$ cat src/rtl/assert_macros.svh
// Assertion macros shared by the mesher RTL.
`ifndef ASSERT_MACROS_SVH
`define ASSERT_MACROS_SVH

// Same-cycle implication, checked at every rising edge outside reset.
`define VFCM_ASSERT_IMP(label, clk, rst, ante, cons) \
   label: assert property (@(posedge clk) disable iff (rst) (ante) |-> (cons)) \
      else $error("assertion failed: implication");

// Next-cycle implication, checked at every rising edge outside reset.
`define VFCM_ASSERT_NEXT(label, clk, rst, ante, cons) \
   label: assert property (@(posedge clk) disable iff (rst) (ante) |=> (cons)) \
      else $error("assertion failed: next-cycle implication");

`endif

$ cat src/rtl/vfcm_pkg.sv
// Shared constants, types and face tables of the voxel face culling mesher.
package vfcm_pkg;

   localparam int SIZE_X    = 16;
   localparam int SIZE_Y    = 16;
   localparam int SIZE_Z    = 16;

   localparam int COORD_W   = 4;
   localparam int VERT_W    = 5;
   localparam int NORM_W    = 2;
   localparam int TEX_W     = 3;
   localparam int CNT_W     = 18;

   localparam int SIDES     = 6;
   localparam int CORNERS   = 6;
   localparam int SIDE_W    = $clog2(SIDES);
   localparam int CORNER_W  = $clog2(CORNERS);

   // One map row holds the solidity bits of all z for one (x, y).
   localparam int MAP_DEPTH = SIZE_X * SIZE_Y;
   localparam int ADDR_W    = $clog2(MAP_DEPTH);
   localparam int ZIDX_W    = $clog2(SIZE_Z);

   typedef enum logic [1:0] {
      KIND_WRITE = 2'd0,
      KIND_MESH  = 2'd1,
      KIND_CLEAR = 2'd2
   } kind_type;

   typedef struct packed {
      logic             dx;
      logic             dy;
      logic             dz;
      logic [TEX_W-1:0] u;
      logic [TEX_W-1:0] v;
   } corner_type;

   typedef struct packed {
      logic signed [NORM_W-1:0] x;
      logic signed [NORM_W-1:0] y;
      logic signed [NORM_W-1:0] z;
   } normal_type;

   // Side order: north, south, west, east, up, down.
   localparam normal_type SIDE_NORMAL [SIDES] = '{
      '{ 2'sd0,  2'sd0, -2'sd1},
      '{ 2'sd0,  2'sd0,  2'sd1},
      '{ 2'sd1,  2'sd0,  2'sd0},
      '{-2'sd1,  2'sd0,  2'sd0},
      '{ 2'sd0,  2'sd1,  2'sd0},
      '{ 2'sd0, -2'sd1,  2'sd0}
   };

   // Corner offsets and texcoords in quarter units, north side quirks kept.
   localparam corner_type CORNER_TABLE [SIDES][CORNERS] = '{
      '{'{1'b0,1'b0,1'b0,3'd1,3'd0}, '{1'b1,1'b1,1'b0,3'd2,3'd4},
        '{1'b1,1'b0,1'b0,3'd2,3'd0}, '{1'b0,1'b0,1'b0,3'd1,3'd2},
        '{1'b0,1'b1,1'b0,3'd1,3'd4}, '{1'b1,1'b1,1'b0,3'd0,3'd2}},
      '{'{1'b0,1'b0,1'b1,3'd1,3'd0}, '{1'b1,1'b0,1'b1,3'd2,3'd0},
        '{1'b1,1'b1,1'b1,3'd2,3'd4}, '{1'b0,1'b0,1'b1,3'd1,3'd0},
        '{1'b1,1'b1,1'b1,3'd2,3'd4}, '{1'b0,1'b1,1'b1,3'd1,3'd4}},
      '{'{1'b1,1'b0,1'b1,3'd1,3'd4}, '{1'b1,1'b0,1'b0,3'd1,3'd0},
        '{1'b1,1'b1,1'b0,3'd2,3'd0}, '{1'b1,1'b0,1'b1,3'd1,3'd4},
        '{1'b1,1'b1,1'b0,3'd2,3'd0}, '{1'b1,1'b1,1'b1,3'd2,3'd4}},
      '{'{1'b0,1'b0,1'b1,3'd1,3'd4}, '{1'b0,1'b1,1'b0,3'd2,3'd0},
        '{1'b0,1'b0,1'b0,3'd1,3'd0}, '{1'b0,1'b0,1'b1,3'd1,3'd4},
        '{1'b0,1'b1,1'b1,3'd2,3'd4}, '{1'b0,1'b1,1'b0,3'd2,3'd0}},
      '{'{1'b0,1'b1,1'b0,3'd1,3'd0}, '{1'b1,1'b1,1'b1,3'd2,3'd4},
        '{1'b1,1'b1,1'b0,3'd2,3'd0}, '{1'b0,1'b1,1'b0,3'd1,3'd0},
        '{1'b0,1'b1,1'b1,3'd1,3'd4}, '{1'b1,1'b1,1'b1,3'd2,3'd4}},
      '{'{1'b0,1'b0,1'b0,3'd1,3'd0}, '{1'b1,1'b0,1'b0,3'd2,3'd0},
        '{1'b1,1'b0,1'b1,3'd2,3'd4}, '{1'b0,1'b0,1'b0,3'd1,3'd0},
        '{1'b1,1'b0,1'b1,3'd2,3'd4}, '{1'b0,1'b0,1'b1,3'd1,3'd4}}
   };

   typedef struct packed {
      logic               start;
      logic               clear;
      logic [COORD_W-1:0] x;
      logic [COORD_W-1:0] y;
      logic [COORD_W-1:0] z;
      logic [SIDES-1:0]   open;
   } emit_cmd_type;

   typedef struct packed {
      logic busy;
   } emit_stat_type;

   function automatic logic [ADDR_W-1:0] map_addr(input logic [VERT_W-1:0] x,
                                                  input logic [VERT_W-1:0] y);
      return ADDR_W'(int'(x) * SIZE_Y + int'(y));
   endfunction

endpackage

$ cat src/rtl/vfcm_map.sv
// Solidity map RAM: one row of z bits per (x, y), registered read port.
module vfcm_map (
   input  logic                         clock,
   input  logic                         rd_en,
   input  logic [vfcm_pkg::ADDR_W-1:0]  rd_addr,
   output logic [vfcm_pkg::SIZE_Z-1:0]  rd_data,
   input  logic                         wr_en,
   input  logic [vfcm_pkg::ADDR_W-1:0]  wr_addr,
   input  logic [vfcm_pkg::SIZE_Z-1:0]  wr_data
);

   logic [vfcm_pkg::SIZE_Z-1:0] mem [vfcm_pkg::MAP_DEPTH];

   always_ff @(posedge clock) begin
      if (wr_en) begin
         mem[wr_addr] <= wr_data;
      end
   end

   always_ff @(posedge clock) begin
      if (rd_en) begin
         rd_data <= mem[rd_addr];
      end
   end

endmodule

$ cat config.mk
export PLATFORM = sky130hd
export DESIGN_NAME = vfcm_map
export DESIGN_NICKNAME = d
export VERILOG_FILES = /design/src/rtl/assert_macros.svh /design/src/rtl/vfcm_pkg.sv /design/src/rtl/vfcm_map.sv
export SDC_FILE = /design/constraint.sdc
export NUM_CORES = 2
export LEC_CHECK = 0
export ABC_AREA = 0
export BUFFER_PORTS_ARGS = -buffer_cell sky130_fd_sc_hd__buf_2
export CAP_MARGIN = 20
export CELL_PAD_IN_SITES_DETAIL_PLACEMENT = 0
export CELL_PAD_IN_SITES_GLOBAL_PLACEMENT = 1
export CORE_MARGIN = 5
export CORE_UTILIZATION = 50
export CTS_BUF_LIST = sky130_fd_sc_hd__clkbuf_2
export DETAILED_ROUTE_END_ITERATION = 8
export GPL_TIMING_DRIVEN = 0
export PLACE_DENSITY_LB_ADDON = 0.08
export REMOVE_ABC_BUFFERS = 1
export SYNTH_ARGS = -nofsm -noshare
export SYNTH_HDL_FRONTEND = slang
export SYNTH_SLANG_ARGS = --single-unit
$ cat constraint.sdc
create_clock -name clock -period 2.57 [get_ports clock]
set_clock_uncertainty 0.2 [all_clocks]
set_input_delay 0.1285 -clock clock [delete_from_list [all_inputs] [get_ports clock]]
set_output_delay 0.1285 -clock clock [all_outputs]
set_load 0.03 [all_outputs]
==> summary.txt <==
Timing
  – Final-layout worst hold slack: -0.6074 ns
  – Setup Viol. Count Final: 2965
  – Worst path setup slack after routing: -1.217 ns
  – Worst-margin pin slew: between 1 and 1.5 ns
  – Number of hold violations in the final report: 16
  – Rel. slew slack: a little over an eighth
  – Fmax achieved: 264.1 MHz
  – Unrepaired setup endpoints after global routing: yes
  – Final worst path period need: approximately 3.8 ns
  – Ratio of final minimum period to clock period: 147.4%
  – Max-slew violation count: 0

Critical path
  – Count of cells along the worst register-to-register path: 6
  – Crit start category: primary input
  – R2r startpoint: mem[243][4]
  – Data required time at the worst endpoint: between 4 and 5 ns
  – Reg-to-reg critical path endpoint: rd_data[4]
  – Kind of end point of the critical path: flip-flop
  – CP Max Fanout: 90
  – Arrival time of the worst setup path: around 5.4 ns
  – Worst setup slack for register-to-register paths: -0.50 ns
  – Type of the worst setup path: primary input to flip-flop

Die
  – Top-level port count: between 50 and 60
  – Placeable core area: ~0.32 sq mm
  – Die span in x: ~570 um
  – Initial Utilization: approximately half
  – Die H: approximately 570 um
  – Core Rows: just over 200
  – Die Outline Area: around 0.33 sq mm

Routing
  – Final antenna-violating net count: 0
  – Routed wire length: about 440 mm
  – Per-cell routed wire length: 32.52 um
  – Drt pass-1 iters: 7
  – DRC violations left: 0
  – Drt initial violations: 8826
  – Total via count after detailed routing: ~83000
  – Number of vias per cell after detailed routing: roughly 6.1

Synthesis
  – Mean cell area of the mapped netlist: approximately 22 sq um
  – Mapped Cells: about 7400
  – Number of distinct library cells after synthesis: around 50
  – Commonest cells in the netlist: sky130_fd_sc_hd__edfxtp_1 (4112), sky130_fd_sc_hd__mux4_2 (797), sky130_fd_sc_hd__mux2i_1 (565)
  – Synth Register Bits: slightly above 4000
  – Post-synth top flop: sky130_fd_sc_hd__edfxtp_1
  – Post-synth ARST share: 0%
  – Fraction of the yosys area taken by sequential cells: between 70% and 80%
  – Most common cell in the netlist: sky130_fd_sc_hd__edfxtp_1
  – Synth top area share: 77.72%
  – Yosys warning total: 0
  – Largest cells by area after synthesis: sky130_fd_sc_hd__edfxtp_1 (78%), sky130_fd_sc_hd__mux4_2 (11%), sky130_fd_sc_hd__mux2i_1 (3.6%)
  – Cell area after technology mapping: approximately 0.16 sq mm
  – Post-synth EDFFs: 4112
  – Cell accounting for the most synthesized area: sky130_fd_sc_hd__edfxtp_1

Global routing
  – Overflow left after global routing: 0
  – Combined global-route utilization of all metal layers: between 20% and 30%
  – Via count of the first global-routing pass: ~85000
  – Wire length of the first global-routing pass: 615.1 mm
  – Initial antenna violation count: 17
  – Maximum number of pins on one net before global-route repair: 153

Layout
  – Area occupied by multi-input gates: 0.03528 sq mm
  – Fillcell total: around 24000
  – Final #Nets: about 8700
  – Layout cells sized above 1: a little under two fifths
  – Final core utilization: 57.88%
  – Post-synthesis to final-layout area growth: 15.59%
  – Area taken by flip-flops and latches: approximately 0.12 sq mm

Worst hold path
  – Count of cells along the worst hold path: 8
  – Class of the most critical hold timing path: primary input to flip-flop
  – Endpoint of the worst hold-timing path: rd_data[1]
  – Start point of the worst hold path: rd_addr[0]

Power
  – Power, Total: 124.2 mW
  – Max VDD drop: approximately 0.4 mV
  – Leakage power summed over all cells: 60.09 nW
  – Power per Cell Area: about 680 mW/mm^2

Clock tree
  – Insertion delay of the later-clocked pin in the worst-skew pair: between 2 and 2.5 ns
  – CTS H-tree depth: 7
  – Clock tree from TritonCTS: built
  – Clock tree buffer depth: 5
  – Number of clock sinks: ~4000
  – Clk root buf: sky130_fd_sc_hd__clkbuf_2
  – TritonCTS Buffers: 1120
  – Clock input transition at the sequential cells of the worst setup and hold paths: 0.09 ns

Place
  – Number of I/O port buffers: 50
  – Total half-perimeter wirelength after legalization and detailed placement: roughly 260 mm
  – Routability-driven placement congestion ratio: ~0.8

Outcome
  – Violated checks: negative hold slack, negative setup slack
  – Run status: finished with violations

Job
  – Max-cap violations: 0
[layer usage]
layer / global-route usage (%) / routed length, um / up-vias
met4: 10.34 / 13730 / 5
met2: 40.65 / 209600 / 3686
li1: - / - / 34536
met5: 0 / 350 / -
met1: 36.63 / 177800 / 43987
met3: 7.219 / 37380 / 646
[state kept, by name (all words and copies together), names as in the netlist]
signal	cells
mem	4096
rd_data	16
[stage by stage]
step / instances / area, sq um / hold slack (ns) / setup WS (ns) / setup TNS [ns]
after floorplan: 6908 / 156200 / 0.02737 / -4.392 / -68.29
after global placement: 11138 / 161700 / 0.4191 / -59.84 / -
after detailed placement: 11515 / 169800 / 0.1873 / -3.946 / -2227.93
after CTS: 13409 / 181900 / -0.9834 / -0.9863 / -403.33
after global routing: 13485 / 183600 / -0.7816 / -0.9092 / -246.48
final: 13494 / 183600 / -0.6074 / -1.217 / -848.57
[logic make-up (layout without fill, tap and decap cells)]
logic type	after synthesis	count (layout)	share of synthesized area, %
muxes	1450	1450	15.48
other	0	22	0
AOI/OAI and AO/OA	786	786	3.534
DFF	4112	4112	77.72
and+or+nand+nor	556	559	1.573
buffers and inverters	456	2385	1.692
[area by class of cell]
class                   count  area share, %
diodes                     22        0.02998
clock buffers            1552          4.230
clock inverters           165         0.5049
inverters                   4        0.02180
multi-input cells        2795          19.21
flip-flops and latches   4112          67.24
well taps                4180          2.848
repair buffers            664          5.911
[worst max-delay path by stage]
stage                       end  slack, ns        from
floorplan            rd_data[4]      -4.39  rd_addr[2]
global placement    rd_data[10]     -59.84  rd_addr[1]
detailed placement   rd_data[9]      -3.95  rd_addr[0]
CTS                  rd_data[8]      -0.99  rd_data[8]
global route         rd_data[8]      -0.91  rd_data[8]
finish               rd_data[4]      -1.22  rd_addr[4]
[report_power, final]
group	leakage (nW)	switching (mW)	internal, mW
logic	16.2	5.06	2.98
clock network	6.94	25.3	17.0
registers	37.0	0.0641	73.9
total	60.1	30.4	93.8
[layout by cell type, fill, tap and decap left out, drive strengths merged, types with 4 or more instances in the layout]
cell type / n
a2111oi: 6
a211oi: 18
a21oi: 175
a221oi: 28
a22o: 32
a22oi: 43
a31oi: 6
and3: 11
buf: 511
bufinv: 11
clkbuf: 1559
clkinv: 129
diode: 22
dlygate4sd3: 139
dlymetal6s4s: 5
edfxtp: 4112
inv: 29
mux2: 88
mux2i: 565
mux4: 797
nand2: 38
nand2b: 4
nand3: 35
nand4: 26
nor2: 304
nor2b: 9
nor3: 92
nor4: 18
o21ai: 38
o221ai: 253
o22ai: 148
o31ai: 16
o32ai: 21
or2: 7
[critical path, cell delays in order]
cell and delay (ns):
sky130_fd_sc_hd__buf_8 0.13, sky130_fd_sc_hd__buf_16 0.14, sky130_fd_sc_hd__buf_16 0.13, sky130_fd_sc_hd__buf_16 0.12
sky130_fd_sc_hd__buf_16 0.12, sky130_fd_sc_hd__buf_16 0.11, sky130_fd_sc_hd__dlygate4sd3_1 0.83, sky130_fd_sc_hd__buf_16 0.34
sky130_fd_sc_hd__clkinv_8 0.44, sky130_fd_sc_hd__buf_16 0.39, sky130_fd_sc_hd__a221oi_1 0.17, sky130_fd_sc_hd__o21ai_0 0.73
sky130_fd_sc_hd__nand4_1 0.15, sky130_fd_sc_hd__or4b_1 0.70, sky130_fd_sc_hd__nor4_4 0.41
[timing repair]
action / in CTS / in global routing
pin swaps: 41 / 62
gates resized for setup: 171 / 166
setup buffers: 0 / 30
endpoints found under the hold margin: 8224 / 1144
hold buffers: 176 / 22
cloned: 2 / 8
endpoints found under the setup margin: 32 / 2511
No activity file was read; power rests on OpenSTA's default activity.
