==> src/rtl/assert_macros.svh <==
// Assertion macros shared by the mesher RTL.
`ifndef ASSERT_MACROS_SVH
`define ASSERT_MACROS_SVH

// Same-cycle implication, checked at every rising edge outside reset.
`define VFCM_ASSERT_IMP(label, clk, rst, ante, cons) \
   label: assert property (@(posedge clk) disable iff (rst) (ante) |-> (cons)) \
      else $error("assertion failed: implication");

// Next-cycle implication, checked at every rising edge outside reset.
`define VFCM_ASSERT_NEXT(label, clk, rst, ante, cons) \
   label: assert property (@(posedge clk) disable iff (rst) (ante) |=> (cons)) \
      else $error("assertion failed: next-cycle implication");

`endif

==> src/rtl/vfcm_pkg.sv <==
// Shared constants, types and face tables of the voxel face culling mesher.
package vfcm_pkg;

   localparam int SIZE_X    = 16;
   localparam int SIZE_Y    = 16;
   localparam int SIZE_Z    = 16;

   localparam int COORD_W   = 4;
   localparam int VERT_W    = 5;
   localparam int NORM_W    = 2;
   localparam int TEX_W     = 3;
   localparam int CNT_W     = 18;

   localparam int SIDES     = 6;
   localparam int CORNERS   = 6;
   localparam int SIDE_W    = $clog2(SIDES);
   localparam int CORNER_W  = $clog2(CORNERS);

   // One map row holds the solidity bits of all z for one (x, y).
   localparam int MAP_DEPTH = SIZE_X * SIZE_Y;
   localparam int ADDR_W    = $clog2(MAP_DEPTH);
   localparam int ZIDX_W    = $clog2(SIZE_Z);

   typedef enum logic [1:0] {
      KIND_WRITE = 2'd0,
      KIND_MESH  = 2'd1,
      KIND_CLEAR = 2'd2
   } kind_type;

   typedef struct packed {
      logic             dx;
      logic             dy;
      logic             dz;
      logic [TEX_W-1:0] u;
      logic [TEX_W-1:0] v;
   } corner_type;

   typedef struct packed {
      logic signed [NORM_W-1:0] x;
      logic signed [NORM_W-1:0] y;
      logic signed [NORM_W-1:0] z;
   } normal_type;

   // Side order: north, south, west, east, up, down.
   localparam normal_type SIDE_NORMAL [SIDES] = '{
      '{ 2'sd0,  2'sd0, -2'sd1},
      '{ 2'sd0,  2'sd0,  2'sd1},
      '{ 2'sd1,  2'sd0,  2'sd0},
      '{-2'sd1,  2'sd0,  2'sd0},
      '{ 2'sd0,  2'sd1,  2'sd0},
      '{ 2'sd0, -2'sd1,  2'sd0}
   };

   // Corner offsets and texcoords in quarter units, north side quirks kept.
   localparam corner_type CORNER_TABLE [SIDES][CORNERS] = '{
      '{'{1'b0,1'b0,1'b0,3'd1,3'd0}, '{1'b1,1'b1,1'b0,3'd2,3'd4},
        '{1'b1,1'b0,1'b0,3'd2,3'd0}, '{1'b0,1'b0,1'b0,3'd1,3'd2},
        '{1'b0,1'b1,1'b0,3'd1,3'd4}, '{1'b1,1'b1,1'b0,3'd0,3'd2}},
      '{'{1'b0,1'b0,1'b1,3'd1,3'd0}, '{1'b1,1'b0,1'b1,3'd2,3'd0},
        '{1'b1,1'b1,1'b1,3'd2,3'd4}, '{1'b0,1'b0,1'b1,3'd1,3'd0},
        '{1'b1,1'b1,1'b1,3'd2,3'd4}, '{1'b0,1'b1,1'b1,3'd1,3'd4}},
      '{'{1'b1,1'b0,1'b1,3'd1,3'd4}, '{1'b1,1'b0,1'b0,3'd1,3'd0},
        '{1'b1,1'b1,1'b0,3'd2,3'd0}, '{1'b1,1'b0,1'b1,3'd1,3'd4},
        '{1'b1,1'b1,1'b0,3'd2,3'd0}, '{1'b1,1'b1,1'b1,3'd2,3'd4}},
      '{'{1'b0,1'b0,1'b1,3'd1,3'd4}, '{1'b0,1'b1,1'b0,3'd2,3'd0},
        '{1'b0,1'b0,1'b0,3'd1,3'd0}, '{1'b0,1'b0,1'b1,3'd1,3'd4},
        '{1'b0,1'b1,1'b1,3'd2,3'd4}, '{1'b0,1'b1,1'b0,3'd2,3'd0}},
      '{'{1'b0,1'b1,1'b0,3'd1,3'd0}, '{1'b1,1'b1,1'b1,3'd2,3'd4},
        '{1'b1,1'b1,1'b0,3'd2,3'd0}, '{1'b0,1'b1,1'b0,3'd1,3'd0},
        '{1'b0,1'b1,1'b1,3'd1,3'd4}, '{1'b1,1'b1,1'b1,3'd2,3'd4}},
      '{'{1'b0,1'b0,1'b0,3'd1,3'd0}, '{1'b1,1'b0,1'b0,3'd2,3'd0},
        '{1'b1,1'b0,1'b1,3'd2,3'd4}, '{1'b0,1'b0,1'b0,3'd1,3'd0},
        '{1'b1,1'b0,1'b1,3'd2,3'd4}, '{1'b0,1'b0,1'b1,3'd1,3'd4}}
   };

   typedef struct packed {
      logic               start;
      logic               clear;
      logic [COORD_W-1:0] x;
      logic [COORD_W-1:0] y;
      logic [COORD_W-1:0] z;
      logic [SIDES-1:0]   open;
   } emit_cmd_type;

   typedef struct packed {
      logic busy;
   } emit_stat_type;

   function automatic logic [ADDR_W-1:0] map_addr(input logic [VERT_W-1:0] x,
                                                  input logic [VERT_W-1:0] y);
      return ADDR_W'(int'(x) * SIZE_Y + int'(y));
   endfunction

endpackage

==> src/rtl/vfcm_emit.sv <==
// Vertex emitter: walks open sides and corners, holds the vertex counter.
`include "assert_macros.svh"

module vfcm_emit (
   input  logic                                  clock,
   input  logic                                  reset,
   input  vfcm_pkg::emit_cmd_type                cmd,
   output vfcm_pkg::emit_stat_type               stat,
   output logic                                  rsp_valid,
   input  logic                                  rsp_ready,
   output logic [vfcm_pkg::VERT_W-1:0]           rsp_vert_x,
   output logic [vfcm_pkg::VERT_W-1:0]           rsp_vert_y,
   output logic [vfcm_pkg::VERT_W-1:0]           rsp_vert_z,
   output logic signed [vfcm_pkg::NORM_W-1:0]    rsp_normal_x,
   output logic signed [vfcm_pkg::NORM_W-1:0]    rsp_normal_y,
   output logic signed [vfcm_pkg::NORM_W-1:0]    rsp_normal_z,
   output logic [vfcm_pkg::TEX_W-1:0]            rsp_tex_u,
   output logic [vfcm_pkg::TEX_W-1:0]            rsp_tex_v,
   output logic [vfcm_pkg::CNT_W-1:0]            rsp_vertex_number,
   output logic                                  rsp_last
);

   logic [vfcm_pkg::SIDES-1:0]    mask_ff, mask_in;
   logic [vfcm_pkg::CORNER_W-1:0] corner_ff, corner_in;
   logic [vfcm_pkg::COORD_W-1:0]  x_ff, x_in, y_ff, y_in, z_ff, z_in;
   logic [vfcm_pkg::CNT_W-1:0]    count_ff, count_in;
   logic                          valid_ff, valid_in;

   logic [vfcm_pkg::VERT_W-1:0]        vert_x_ff, vert_x_in;
   logic [vfcm_pkg::VERT_W-1:0]        vert_y_ff, vert_y_in;
   logic [vfcm_pkg::VERT_W-1:0]        vert_z_ff, vert_z_in;
   logic signed [vfcm_pkg::NORM_W-1:0] normal_x_ff, normal_x_in;
   logic signed [vfcm_pkg::NORM_W-1:0] normal_y_ff, normal_y_in;
   logic signed [vfcm_pkg::NORM_W-1:0] normal_z_ff, normal_z_in;
   logic [vfcm_pkg::TEX_W-1:0]         tex_u_ff, tex_u_in, tex_v_ff, tex_v_in;
   logic [vfcm_pkg::CNT_W-1:0]         number_ff, number_in;
   logic                               last_ff, last_in;

   logic [vfcm_pkg::SIDE_W-1:0] side;
   logic [vfcm_pkg::SIDES-1:0]  rest;
   logic                        busy, load, last_corner;
   vfcm_pkg::corner_type        cn;
   vfcm_pkg::normal_type        nm;

   // lowest remaining open side is the current one
   always_comb begin
      side = '0;
      for (int s = vfcm_pkg::SIDES - 1; s >= 0; s--) begin
         if (mask_ff[s]) begin
            side = vfcm_pkg::SIDE_W'(s);
         end
      end
   end

   assign cn          = vfcm_pkg::CORNER_TABLE[side][corner_ff];
   assign nm          = vfcm_pkg::SIDE_NORMAL[side];
   assign rest        = mask_ff & (mask_ff - 1'b1);
   assign busy        = (mask_ff != '0);
   assign load        = busy && (!valid_ff || rsp_ready);
   assign last_corner = (corner_ff == vfcm_pkg::CORNER_W'(vfcm_pkg::CORNERS - 1));

   always_comb begin
      mask_in     = mask_ff;
      corner_in   = corner_ff;
      x_in        = x_ff;
      y_in        = y_ff;
      z_in        = z_ff;
      count_in    = count_ff;
      valid_in    = valid_ff;
      vert_x_in   = vert_x_ff;
      vert_y_in   = vert_y_ff;
      vert_z_in   = vert_z_ff;
      normal_x_in = normal_x_ff;
      normal_y_in = normal_y_ff;
      normal_z_in = normal_z_ff;
      tex_u_in    = tex_u_ff;
      tex_v_in    = tex_v_ff;
      number_in   = number_ff;
      last_in     = last_ff;

      if (cmd.clear) begin
         count_in = '0;
      end

      if (cmd.start) begin
         mask_in   = cmd.open;
         corner_in = '0;
         x_in      = cmd.x;
         y_in      = cmd.y;
         z_in      = cmd.z;
      end else if (load) begin
         // advance corner; drop the side after its sixth corner
         if (last_corner) begin
            corner_in = '0;
            mask_in   = rest;
         end else begin
            corner_in = corner_ff + 1'b1;
         end
      end

      if (load) begin
         valid_in    = 1'b1;
         vert_x_in   = {1'b0, x_ff} + vfcm_pkg::VERT_W'(cn.dx);
         vert_y_in   = {1'b0, y_ff} + vfcm_pkg::VERT_W'(cn.dy);
         vert_z_in   = {1'b0, z_ff} + vfcm_pkg::VERT_W'(cn.dz);
         normal_x_in = nm.x;
         normal_y_in = nm.y;
         normal_z_in = nm.z;
         tex_u_in    = cn.u;
         tex_v_in    = cn.v;
         number_in   = count_ff;
         last_in     = last_corner && (rest == '0);
         count_in    = count_ff + 1'b1;
      end else if (rsp_ready) begin
         valid_in = 1'b0;
      end
   end

   always_ff @(posedge clock) begin
      if (reset) begin
         mask_ff   <= '0;
         corner_ff <= '0;
         count_ff  <= '0;
         valid_ff  <= 1'b0;
      end else begin
         mask_ff   <= mask_in;
         corner_ff <= corner_in;
         count_ff  <= count_in;
         valid_ff  <= valid_in;
      end
   end

   always_ff @(posedge clock) begin
      x_ff        <= x_in;
      y_ff        <= y_in;
      z_ff        <= z_in;
      vert_x_ff   <= vert_x_in;
      vert_y_ff   <= vert_y_in;
      vert_z_ff   <= vert_z_in;
      normal_x_ff <= normal_x_in;
      normal_y_ff <= normal_y_in;
      normal_z_ff <= normal_z_in;
      tex_u_ff    <= tex_u_in;
      tex_v_ff    <= tex_v_in;
      number_ff   <= number_in;
      last_ff     <= last_in;
   end

   assign stat.busy         = busy;
   assign rsp_valid         = valid_ff;
   assign rsp_vert_x        = vert_x_ff;
   assign rsp_vert_y        = vert_y_ff;
   assign rsp_vert_z        = vert_z_ff;
   assign rsp_normal_x      = normal_x_ff;
   assign rsp_normal_y      = normal_y_ff;
   assign rsp_normal_z      = normal_z_ff;
   assign rsp_tex_u         = tex_u_ff;
   assign rsp_tex_v         = tex_v_ff;
   assign rsp_vertex_number = number_ff;
   assign rsp_last          = last_ff;

   `VFCM_ASSERT_IMP(a_start_idle, clock, reset, cmd.start, !busy)
   `VFCM_ASSERT_IMP(a_clear_idle, clock, reset, cmd.clear, !busy && !cmd.start)
   `VFCM_ASSERT_NEXT(a_number_seq, clock, reset, load, number_ff == $past(count_ff))

endmodule

==> config.mk <==
export PLATFORM = sky130hd
export DESIGN_NAME = vfcm_emit
export DESIGN_NICKNAME = d
export VERILOG_FILES = /design/src/rtl/vfcm_pkg.sv /design/src/rtl/vfcm_emit.sv
export VERILOG_INCLUDE_DIRS = /design/src /design/src/rtl
export SDC_FILE = /design/constraint.sdc
export NUM_CORES = 1
export LEC_CHECK = 0
export ABC_AREA = 1
export BUFFER_PORTS_ARGS = -buffer_cell sky130_fd_sc_hd__buf_2
export CAP_MARGIN = 25
export CORE_ASPECT_RATIO = 1.4
export CORE_UTILIZATION = 55
export DETAILED_ROUTE_END_ITERATION = 10
export PLACE_DENSITY = 0.8
export SYNTH_ARGS = -nofsm -noshare
export SYNTH_HDL_FRONTEND = slang
export SYNTH_SLANG_ARGS = --single-unit
==> constraint.sdc <==
create_clock -name clock -period 2.8 [get_ports clock]
set_clock_uncertainty 0.15 [all_clocks]
set_input_delay 0.56 -clock clock [delete_from_list [all_inputs] [get_ports clock]]
set_output_delay 0.56 -clock clock [all_outputs]
set_load 0.02 [all_outputs]
==> results_dict.tcl, run 1 <==
set metrics [dict create \
    dieArea_sq_um 7330 \
    vias 2997 \
    ctsLongestPathBuffers 2 \
    final_cells 564 \
    core-area_sq_um 6660 \
    combPwrFrac_pct 18.7 \
    power.total_w 0.00296 \
    grt_pass1_vias 2717 \
    fin_crit_sh_pct 93.6 \
    cp_slowest_cell "dfxtp_4" \
    critPathCaptureType "flip-flop" \
    cpMostUsedCell "nand2_1" \
    async_flop_share_pct 0 \
    rsz0062_at_grt "no" \
    antenna_cells 0 \
    port_buffers 68 \
    sw_frac_of_total_pct 28.5 \
    n_fill_cell 526 \
    drive_above_1_share_pct 23.3 \
    yosysSeqAreaShare_pct 58.4 \
    hold_path_class "in -> reg" \
    finalHoldViolCount 0 \
    cts_resized 0 \
    pwr_density_cell_nw_per_um2 662 \
    pin_count 71 \
    clockRootBuffer "clkbuf_8" \
    cts_inserted_buffers 9 \
    cts-htree-levels 3 \
    worst_ep_required_time_ns 2.76 \
    setup_viol 0 \
    die_y_um 101 \
    place_congestion 0.921 \
    vdd_drop_max_mv 0.350 \
    tritoncts "done" \
    cts_hold_buffers 0 \
    period_minus_slack_ns 2.62 \
    arrival_ns 2.58 \
    syn_inst 396 \
    via_per_inst 5.31 \
    dp_hpwl_mm 5.21 \
    dpl_cell_area_sq_um 4260 \
    status "finished clean" \
    avgSynthCellArea_sq_um 9.70 \
    switchingPower_w 0.000843 \
    dr.pass1.iters 5 \
    core.rowCount 35 \
    wire_per_inst_um 13.2 \
    timing.critical_path.cells "inv_1 > nand2_1 > nand2_1 > nand2_1 > nand2_1 > nand2_1 > inv_1 > ha_1 > or2_1 > nand2_2 > nand2_2 > nand2_1 > nand2_1 > nand2_1 > nand2_1 > ha_1 > ha_1 > xor2_1" \
    seqPwrFrac_pct 51.6 \
    drc 0 \
    worst_pin_slew_ns 0.504 \
    fmax_ghz 0.382 \
    design_area_sq_um 4470 \
    critPathBufInv 2 \
    relSlewSlack_pct 66.4 \
    p_leak_nw 1.92 \
    syn_to_final_growth_pct 16.5 \
    drtIter0Drc 225 \
    fin_util_pct 67.2 \
    grt_overflow 0 \
    synth.distinct_cells 37 \
    path_delay_family "simple AND/OR/NAND/NOR gates" \
    cts_sinks 84 \
    grt_start_max_net_pins 32 \
    cp_max_fo 5 \
    postCtsSetupRepairBufs 0 \
    fin_nets 502 \
    initial_core_util_pct 57.7 \
    syn_area_sq_um 3840 \
    drv_slew 0 \
    drt_wl_total_mm 7.46 \
    grt_pass1_wl_mm 11.8 \
    die_w_um 72.6 \
    ys_warn_count 0 \
    grt_use_total_pct 21.4 \
    max_stage_delay_ns 0.38 \
    drtAntennaViolNets 0 \
    clkPwrFrac_pct 29.7 \
    setup_tns_ns 0 \
    cts.clk_slew.worst_paths_ns 0.08 \
    start_kind "flip-flop" \
    numPlacedInstances 548 \
    path_class "reg -> reg" \
    p_int_w 0.00212 \
    cap_violations 0 \
    synth_seq_cells 84 \
    clkLatencyLatePin_ns 0.36 \
    ys.flop_type "edfxtp_1" \
    synth_edf_count 56 \
    grt_antenna_before_repair 0 \
]
cells by family after synthesis:
family | synth area share, %
XOR/XNOR | 1.37
adder cells (fa/ha/maj) | 3.91
other | 0.0976
flip-flops | 58.4
AO/OA/AOI/OAI | 9.71
AND/OR/NAND/NOR | 20.4
buffers and inverters | 6.19
layout by cell type (no fill, tap or decap), types with 4 or more instances in the layout:
master    instances
nand3_1          21
a21oi_1          30
inv_2             4
ha_1             12
nor2_1           32
o21ai_0          23
xor2_1            6
clkbuf_8          9
dfxtp_1          25
nand2_2           5
nand4_1           5
nor2_4            7
nor3_1            7
buf_2            68
edfxtp_1         56
nand2_1          85
inv_1            39
synth_stat cells, types with 3 or more instances:
| cell type | count | area (sq um) |
|---|---|---|
| nand2_1 | 88 | 330 |
| edfxtp_1 | 56 | 1680 |
| inv_1 | 39 | 146 |
| nor2_1 | 32 | 120 |
| a21oi_1 | 30 | 150 |
| dfxtp_1 | 28 | 561 |
| o21ai_0 | 23 | 115 |
| nand3_1 | 21 | 105 |
| ha_1 | 12 | 150 |
| nor2_4 | 7 | 78.8 |
| nor3_1 | 7 | 35.0 |
| xor2_1 | 6 | 52.6 |
| nand4_1 | 5 | 31.3 |
| clkbuf_1 | 4 | 15.0 |
| inv_2 | 4 | 15.0 |
| a22oi_1 | 3 | 22.5 |
| buf_4 | 3 | 22.5 |
| nor2_2 | 3 | 18.8 |
power groups by stage:
stage	registers, W	logic (W)	clock network (W)
6_report	0.00153	0.000555	0.000879
5_1_grt	0.00154	0.000605	0.000945
4_1_cts	0.00153	0.000553	0.000899
3_5_place_dp	0.00156	0.000548	0
3_3_place_gp	0.00155	0.000538	0
2_1_floorplan	0.00169	0.000242	0
per-stage QoR:
stage / worst slack [ns] / hold slack, ns
floorplan: 0.273 / 0.258
global placement: 0.224 / 0.277
detailed placement: 0.130 / 0.283
CTS: 0.0938 / 0.214
global route: 0.0216 / 0.212
finish: 0.179 / 0.228
state kept, by name, indices dropped and copies added (netlist names), 3 cells and up:
| signal | flops |
|---|---|
| rsp_vert_y | 5 |
| count_ff | 18 |
| rsp_vertex_number | 18 |
| rsp_vert_x | 5 |
| z_ff | 4 |
| rsp_vert_z | 5 |
| corner_ff | 3 |
| mask_ff | 6 |
| x_ff | 4 |
| y_ff | 4 |
final cells by class:
| cell class | instances | area (sq um) | area share [%] |
|---|---|---|---|
| Clock inverter | 3 | 42.5 | 0.951 |
| Tap cell | 92 | 115 | 2.57 |
| Sequential cell | 84 | 2250 | 50.3 |
| Clock buffer | 13 | 160 | 3.58 |
| Multi-Input combinational cell | 258 | 1370 | 30.7 |
| Timing Repair Buffer | 70 | 368 | 8.22 |
| Inverter | 44 | 168 | 3.75 |
final timing paths:
| check | startpoint | end | slack (ns) | cells after the start |
|---|---|---|---|---|
| max | mask_ff[4] | rsp_vert_z[2] | 0.18 | 18 |
| min | cmd[9] | z_ff[3] | 0.23 | 1 |
| max reg2reg | mask_ff[4] | rsp_vert_z[2] | 0.18 | 18 |
| min reg2reg | count_ff[17] | rsp_vertex_number[17] | 0.31 | 0 |
layer usage:
| metal | vias to the layer above | global-route usage [%] | wire length, um |
|---|---|---|---|
| li1 | 1480 | - | - |
| met1 | 1367 | 22.8 | 2880 |
| met2 | 125 | 38.2 | 3940 |
| met3 | 25 | 5.80 | 429 |
| met4 | 0 | 10.7 | 218 |
| met5 | - | 0 | 0 |
Note: power is estimated with default switching activity, not from simulation.
==> inputs of run 2 (changes only) <==
--- a/config.mk
+++ b/config.mk
@@ -6,12 +6,12 @@
 export SDC_FILE = /design/constraint.sdc
 export NUM_CORES = 1
 export LEC_CHECK = 0
-export ABC_AREA = 1
 export BUFFER_PORTS_ARGS = -buffer_cell sky130_fd_sc_hd__buf_2
-export CAP_MARGIN = 25
+export CAP_MARGIN = 5
 export CORE_ASPECT_RATIO = 1.4
 export CORE_UTILIZATION = 55
 export DETAILED_ROUTE_END_ITERATION = 10
+export GPL_TIMING_DRIVEN = 0
 export PLACE_DENSITY = 0.8
 export SYNTH_ARGS = -nofsm -noshare
 export SYNTH_HDL_FRONTEND = slang
==> run 2 against run 1 <==
Sequential share of layout area is 2.3 points lower. Sequential cell count stayed put. Non-clock buffer count is 26 higher. First-iteration DRC count is 16% lower. Via count is 0.97% lower. Critical path type unchanged. Largest cell class unchanged. Highest routed layer unchanged.
==> results_dict.tcl, run 2 <==
set metrics [dict create \
    multi_input_area_sq_um 1560 \
    ys_warn_count 0 \
    fmax_ghz 0.370 \
    syn_area_sq_um 3910 \
    cts_inserted_buffers 9 \
    synth_compound_area_share_pct 14.6 \
    relSlewSlack_pct 64.0 \
    pin_count 71 \
    clkLatencyLatePin_ns 0.36 \
    drc 0 \
    dieArea_sq_um 7460 \
    synthMuxAreaShare_pct 2.94 \
    avgSynthCellArea_sq_um 11.6 \
    yosys.area_share.simple_pct 14.4 \
    dr.pass1.iters 4 \
    finalHoldViolCount 0 \
    drv_slew 0 \
    die_w_um 73.3 \
    syn_to_final_growth_pct 19.6 \
    via_per_inst 5.67 \
    rsz0062_at_grt "no" \
    core.rowCount 36 \
    fin_crit_sh_pct 96.5 \
    drive_above_1_share_pct 30.8 \
    dp_hpwl_mm 5.55 \
    grt_pass1_vias 2741 \
    path_class "reg -> reg" \
    cts_sinks 84 \
    whs_ns 0.221 \
    fin_nets 459 \
    grt_antenna_before_repair 0 \
    final_common_cell "buf_2" \
    synth.distinct_cells 59 \
    crit_start "mask_ff[1]" \
    setup_viol 0 \
    port_buffers 66 \
    initial_core_util_pct 56.4 \
    hold_start "cmd[10]" \
    cts_hold_buffers 0 \
    status "finished clean" \
    grt_start_max_net_pins 54 \
    antenna_cells 0 \
    synth_top_area_share_pct 43.0 \
    critPathCaptureType "flip-flop" \
    wire_per_inst_um 15.7 \
    synth_edf_count 56 \
    ctsLongestPathBuffers 2 \
    synth_xor_area_share_pct 1.57 \
    drtIter0Drc 190 \
    ys.flop_type "edfxtp_1" \
    cp_max_fo 10 \
    syn_inst 338 \
    vias 2968 \
    place_congestion 0.884 \
    start_kind "flip-flop" \
    synth_top_family_by_area "compound AO/OA/AOI/OAI gates" \
    arrival_ns 2.67 \
    r2r-start "mask_ff[1]" \
    clockRootBuffer "clkbuf_8" \
    p_leak_nw 1.82 \
    grt_pass1_wl_mm 13.0 \
    hold_path_class "in -> reg" \
    yosysSeqAreaShare_pct 57.3 \
    worst_ep_required_time_ns 2.77 \
    grt_overflow 0 \
    ys_top_cells_by_area "edfxtp_1, dfxtp_1, ha_1, a21oi_1, mux2_4" \
    fin_util_pct 67.4 \
    n_fill_cell 552 \
    grt_use_total_pct 23.7 \
    cap_violations 0 \
    synth_seq_cells 84 \
    period_minus_slack_ns 2.70 \
    cts-htree-levels 3 \
    final_cell_mix "buf_2, edfxtp_1, dfxtp_1, nor2_1, a21oi_1" \
    cts.clk_slew.worst_paths_ns 0.08 \
    seqCellArea_sq_um 2240 \
    yosysTopAreaCell "edfxtp_1" \
    die_y_um 102 \
    drtAntennaViolNets 0 \
    synth_common_cells "edfxtp_1, dfxtp_1, a21oi_1, nor2_1, nand2_1" \
    synth_fa_ha_area_share_pct 4.10 \
    async_flop_share_pct 0 \
    drt_wl_total_mm 8.24 \
    yosysMostFrequentCell "edfxtp_1" \
    worst_pin_slew_ns 0.540 \
    pwr_density_cell_nw_per_um2 607 \
    core-area_sq_um 6940 \
    vdd_drop_max_mv 0.356 \
    tritoncts "done" \
]
[run 2: cell count changes in the layout (fill, tap and decap cells not counted), sizes merged, moves of 9 or more]
cell	previous run	this run
o21ai	26	10
inv	46	18
nand2	91	18
buf	70	88
nor2	42	21
a21oi	30	21
nand3	22	11
[run 2: through the flow]
step	setup TNS, ns	cell area (sq um)	total power [W]	worst slack (ns)	instances
4_1_cts	0	4630	0.00284	0.0362	520
2_1_floorplan	0	3920	0.00191	0.0132	339
3_3_place_gp	-5.71	4370	0.00207	-0.443	500
3_5_place_dp	-6.74	4370	0.00209	-0.591	500
5_1_grt	0	4680	0.00295	0.00457	523
6_report	0	4680	0.00284	0.0987	523
[run 2: layout make-up]
cell class                      count  share of cell area, %
Timing Repair Buffer               74                   8.42
Tap cell                           95                   2.54
Buffer                             22                   2.92
Inverter                           18                   1.44
Clock inverter                      6                  0.695
Sequential cell                    84                   48.0
Multi-Input combinational cell    215                   33.4
Clock buffer                        9                   2.65
[run 2: worst max-delay path, stage by stage, from the launching register on]
cell      delay, ns
dfxtp_1        0.34
buf_6          0.14
inv_1          0.07
a221oi_4       0.26
buf_6          0.16
ha_1           0.15
a21boi_1       0.31
o32ai_2        0.13
o32ai_2        0.24
ha_2           0.24
ha_2           0.20
xor2_1         0.07
[run 2: logic make-up after synthesis]
| kind of cell | after synthesis |
|---|---|
| AOI/OAI and AO/OA | 79 |
| other | 1 |
| muxes | 9 |
| and+or+nand+nor | 105 |
| buffers and inverters | 40 |
| DFF | 84 |
| adders and majority gates | 13 |
| xor gates and xnor gates | 7 |
[run 2: timing repair]
item,in CTS,in global routing
gates resized for setup,14,12
pin swaps,5,3
setup endpoints to repair,15,12
setup buffers,5,3
[run 2: path summary, 6_finish.rpt]
check / end / slack, ns / cells past startpoint
setup / recovery: rsp_vert_z[2] / 0.1 / 11
hold / removal: y_ff[0] / 0.22 / 1
setup reg to reg: rsp_vert_z[2] / 0.1 / 11
hold reg to reg: rsp_vertex_number[4] / 0.31 / 0
[run 2: routing by layer]
| metal | track usage, % | share of wire [%] | up-vias |
|---|---|---|---|
| li1 | - | - | 1443 |
| met1 | 27.0 | 40 | 1422 |
| met2 | 40.5 | 53 | 86 |
| met3 | 5.77 | 4.4 | 17 |
| met4 | 12.5 | 3.0 | 0 |
| met5 | 0 | 0 | - |
[run 2: power by group]
group / leakage [nW] / switching (W) / internal, W
registers: 0.794 / 0.0000401 / 0.00147
clock network: 0.0760 / 0.000417 / 0.000307
logic: 0.946 / 0.000392 / 0.000217
total: 1.82 / 0.000849 / 0.00199
